===== config.mk =====
export PLATFORM = sky130hd
export DESIGN_NAME = sus_cell
export DESIGN_NICKNAME = d
export VERILOG_FILES = /design/src/rtl/sus_pkg.sv /design/src/rtl/sus_cell.sv
export SDC_FILE = /design/constraint.sdc
export NUM_CORES = 1
export LEC_CHECK = 0
export CAP_MARGIN = 5
export CORE_MARGIN = 5
export CORE_UTILIZATION = 68
export CTS_CLUSTER_SIZE = 8
export DETAILED_ROUTE_END_ITERATION = 8
export DONT_BUFFER_PORTS = 1
export GPL_TIMING_DRIVEN = 0
export PLACE_DENSITY = 0.84
export SETUP_SLACK_MARGIN = 0.02
export SYNTH_ARGS = -nofsm -noshare
export SYNTH_HDL_FRONTEND = slang
export SYNTH_SLANG_ARGS = --single-unit

===== constraint.sdc =====
create_clock -name i_clk -period 8.5 [get_ports i_clk]
set_clock_uncertainty 0.1 [all_clocks]
set_input_delay 1.7 -clock i_clk [delete_from_list [all_inputs] [get_ports i_clk]]
set_output_delay 1.7 -clock i_clk [all_outputs]
set_load 0.01 [all_outputs]

===== src/rtl/sus_pkg.sv =====
package sus_pkg;

    localparam int VALUE_W = 31;
    localparam int INDEX_W = 6;
    localparam int TOTAL_W = 7;
    localparam int READ_REACH = 1 << INDEX_W;

    typedef enum logic [1:0] {
        KIND_INSERT = 2'd0,
        KIND_READ   = 2'd1,
        KIND_CLEAR  = 2'd2
    } t_kind;

    typedef struct packed {
        logic [VALUE_W-1:0] value;
        logic               lt;
    } t_link;

    typedef struct packed {
        logic               shift_en;
        logic [VALUE_W-1:0] key;
    } t_cell_ctl;

endpackage


===== src/rtl/sus_cell.sv =====
module sus_cell (
    input  logic               i_clk,
    input  sus_pkg::t_cell_ctl i_ctl,
    input  logic               i_valid,
    input  sus_pkg::t_link     i_prev,
    output sus_pkg::t_link     o_link,
    output logic               o_eq
);
    import sus_pkg::*;

    logic [VALUE_W-1:0] r_val;
    logic [VALUE_W-1:0] n_val;
    logic               lt;

    always_comb begin
        lt    = i_valid && (r_val < i_ctl.key);
        o_eq  = i_valid && (r_val == i_ctl.key);
        n_val = r_val;
        if (i_ctl.shift_en && !lt) begin
            n_val = i_prev.lt ? i_ctl.key : i_prev.value;
        end
    end

    always_ff @(posedge i_clk) begin
        r_val <= n_val;
    end

    assign o_link.value = r_val;
    assign o_link.lt    = lt;

endmodule


==> run metrics <==
GRT overflow 0; H-Tree Depth 2; Hold Path Stages 3; Post-Syn Area 0.002096 mm^2; routed wire length 4393 um; hold buffer count at CTS 0; Worst Hold Class reg -> reg; share of the synthesized area in the top cell type 44.42%; Detail Placement HPWL 3667 um; final hold vios 0; vias in the first global route 1497; First DRT Iteration DRCs 84; # setup viols final 0; Vias 1353; n_diodes 0; floorplan core area 0.003003 mm^2; Worst-Margin Slew 0.6473 ns; crit path max fanout 3; HP Start r_val[30]; area leader, netlist edfxtp_1; endpoint class of the critical path output port; register bit total from synthesis 31; CTS tree built; total track usage 21.82%; Synth async-reset ratio 0%; Skew-Pair Late Insertion Delay 0.33 ns; Post-Layout Inst Area 0.002213 mm^2; row count 20; launch point of the worst reg-to-reg path r_val[29]; Worst Hold Endpoint r_val[23]; I/O Pins 99; top-count cell post-synth inv_1; critical path class in -> out; DRC Markers 0; P_leak 0.0009435 uW; Largest register FFs 31; synthesized area per cell 11.64 um^2; P&R area growth vs syn 5.612%; Root Driver clkbuf_4; CTS Buf Count 5; Area after DPL 0.002137 mm^2; Slew headroom 56.45%; Top Registers r_val (31); Avg WL per Cell 19.79 um; worst flop-to-flop path endpoint r_val[11]; ratio of cells with drive above 1 in the final layout 21.16%; Layout Nets 285; Worst Reg-to-Reg Cells 7; die area 0.004292 mm^2; reg-to-reg slack, setup 5.58 ns; critical path required time 6.70 ns; Largest Register r_val; power per standard cell area 154.1 mW/mm^2; synth top area cells edfxtp_1 44%, ha_1 19%, mux2_2 17%; Synth Flop Type edfxtp_1; DIE HEIGHT 65.52 um; Clock Path Buffers 2; Syn Inst Count 180; PostCTS Resize Cnt 0; die extent in x 65.52 um; Commonest cells post-synth 32 x inv_1, 31 x edfxtp_1, 31 x ha_1, 31 x mux2_2, 11 x a21oi_1; RD Place Congestion 0.6972; Routed Antenna Nets 0; Yosys cell types 24; fin crit period 5.047 ns; clock sink count 31; Pre-antenna DRT Iters 4; # Max-Cap Violations 0; status finished clean; Slew Viols, Final 0; Max VDD drop 0.1170 mV; clock slew at reported path FFs 0.09 ns; first-pass GRT wire length 6996 um; FMAX 198.1 MHz; synth warn 0; Data arrival, critical path 3.25 ns; postcts setup bufs 0; largest net degree at the start of global routing 32; Syn Nets 277; post-synthesis sequential area ratio 44.42%; port bufs 0; Tcrit/Tclk final 59.38%; Setup TNS 0 ns; EDFF count, synth 31; initial antenna violation count 0; RSZ-0062 raised after global routing no; post-DR vias/cell 6.095; Initial Util 69.79%; Critical Path Source Type input port
[critical path: stages]
cell and delay, ns:
inv_1 0.02, ha_1 0.31, nand4_2 0.14, nor4_2 0.36, inv_1 0.10, nor4_1 0.61
[where the power goes]
group	switching [uW]	internal, uW
Combinational	32.2	30.8
Clock	49.8	30.6
Sequential	13.7	184
Total	95.6	246
[cell families (layout without fill, tap and decap cells)]
logic type                 count (synthesis)  after routing  synth area share (%)
buffers and inverters                     36             45                 6.627
adders and majority gates                 31             31                 18.51
DFF                                       31             31                 44.42
and+or+nand+nor                           28             28                 7.164
muxes                                     31             31                 16.66
AOI/OAI and AO/OA                         23             23                 6.627
[per-layer routing]
layer / up-vias / global-route usage (%) / share of wire [%]
met5: - / 0 / 0
met4: 0 / 7.254 / 0.55
met3: 4 / 11.62 / 12
met2: 67 / 36.28 / 50
met1: 614 / 23.72 / 38
li1: 668 / - / -
[worst max path at each step]
stage / start / to / slack (ns) / cells after the start
2_1_floorplan: i_ctl[29] / o_eq / 3.70 / 6
3_3_place_gp: i_ctl[29] / o_eq / 3.47 / 6
3_5_place_dp: i_ctl[29] / o_eq / 3.47 / 6
4_1_cts: i_ctl[29] / o_eq / 3.47 / 6
5_1_grt: i_ctl[29] / o_eq / 3.36 / 6
6_report: i_ctl[29] / o_eq / 3.45 / 6
[cell type report]
type / count / area (um^2)
multi-input combinational: 113 / 1026
sequential: 31 / 930.9
fill: 231 / 789.5
inverter: 32 / 120.1
clock buffer: 6 / 41.29
tap: 33 / 41.29
timing repair buffer: 1 / 27.53
buffer: 4 / 18.77
clock inverter: 2 / 7.507
[stage by stage]
step           utilization (%)  total power, uW  instances  hold WS [ns]  worst slack (ns)
2_1_floorplan                -            247.0        180         1.488             3.703
3_3_place_gp             71.17            257.8        213         1.778             3.467
3_5_place_dp             71.17            262.7        213         1.804             3.469
4_1_cts                  72.79            341.2        221         1.478             3.465
5_1_grt                  73.71            364.7        222         1.454             3.356
6_report                 73.71            341.1        222         1.382             3.453
[cells in the final DEF (no fill, tap or decap)]
cell       instances
nand4_2            1
a22oi_1            1
o21a_1             2
a2bb2oi_1          1
clkbuf_4           5
nand3_1            1
ha_1              31
inv_1             32
nor2b_1            1
buf_1              3
o21ai_0            4
a211oi_1           2
a311oi_1           1
nand4_1            5
buf_16             1
nand4b_1           1
buf_4              1
a21oi_1           11
nand3b_1           1
edfxtp_1          31
clkinv_1           2
o41ai_1            1
nor2_1             8
nor4_2             1
nor4_1             1
mux2_2            31
nand2_1            8
clkbuf_1           1
Note: power is estimated with default switching activity, not from simulation.
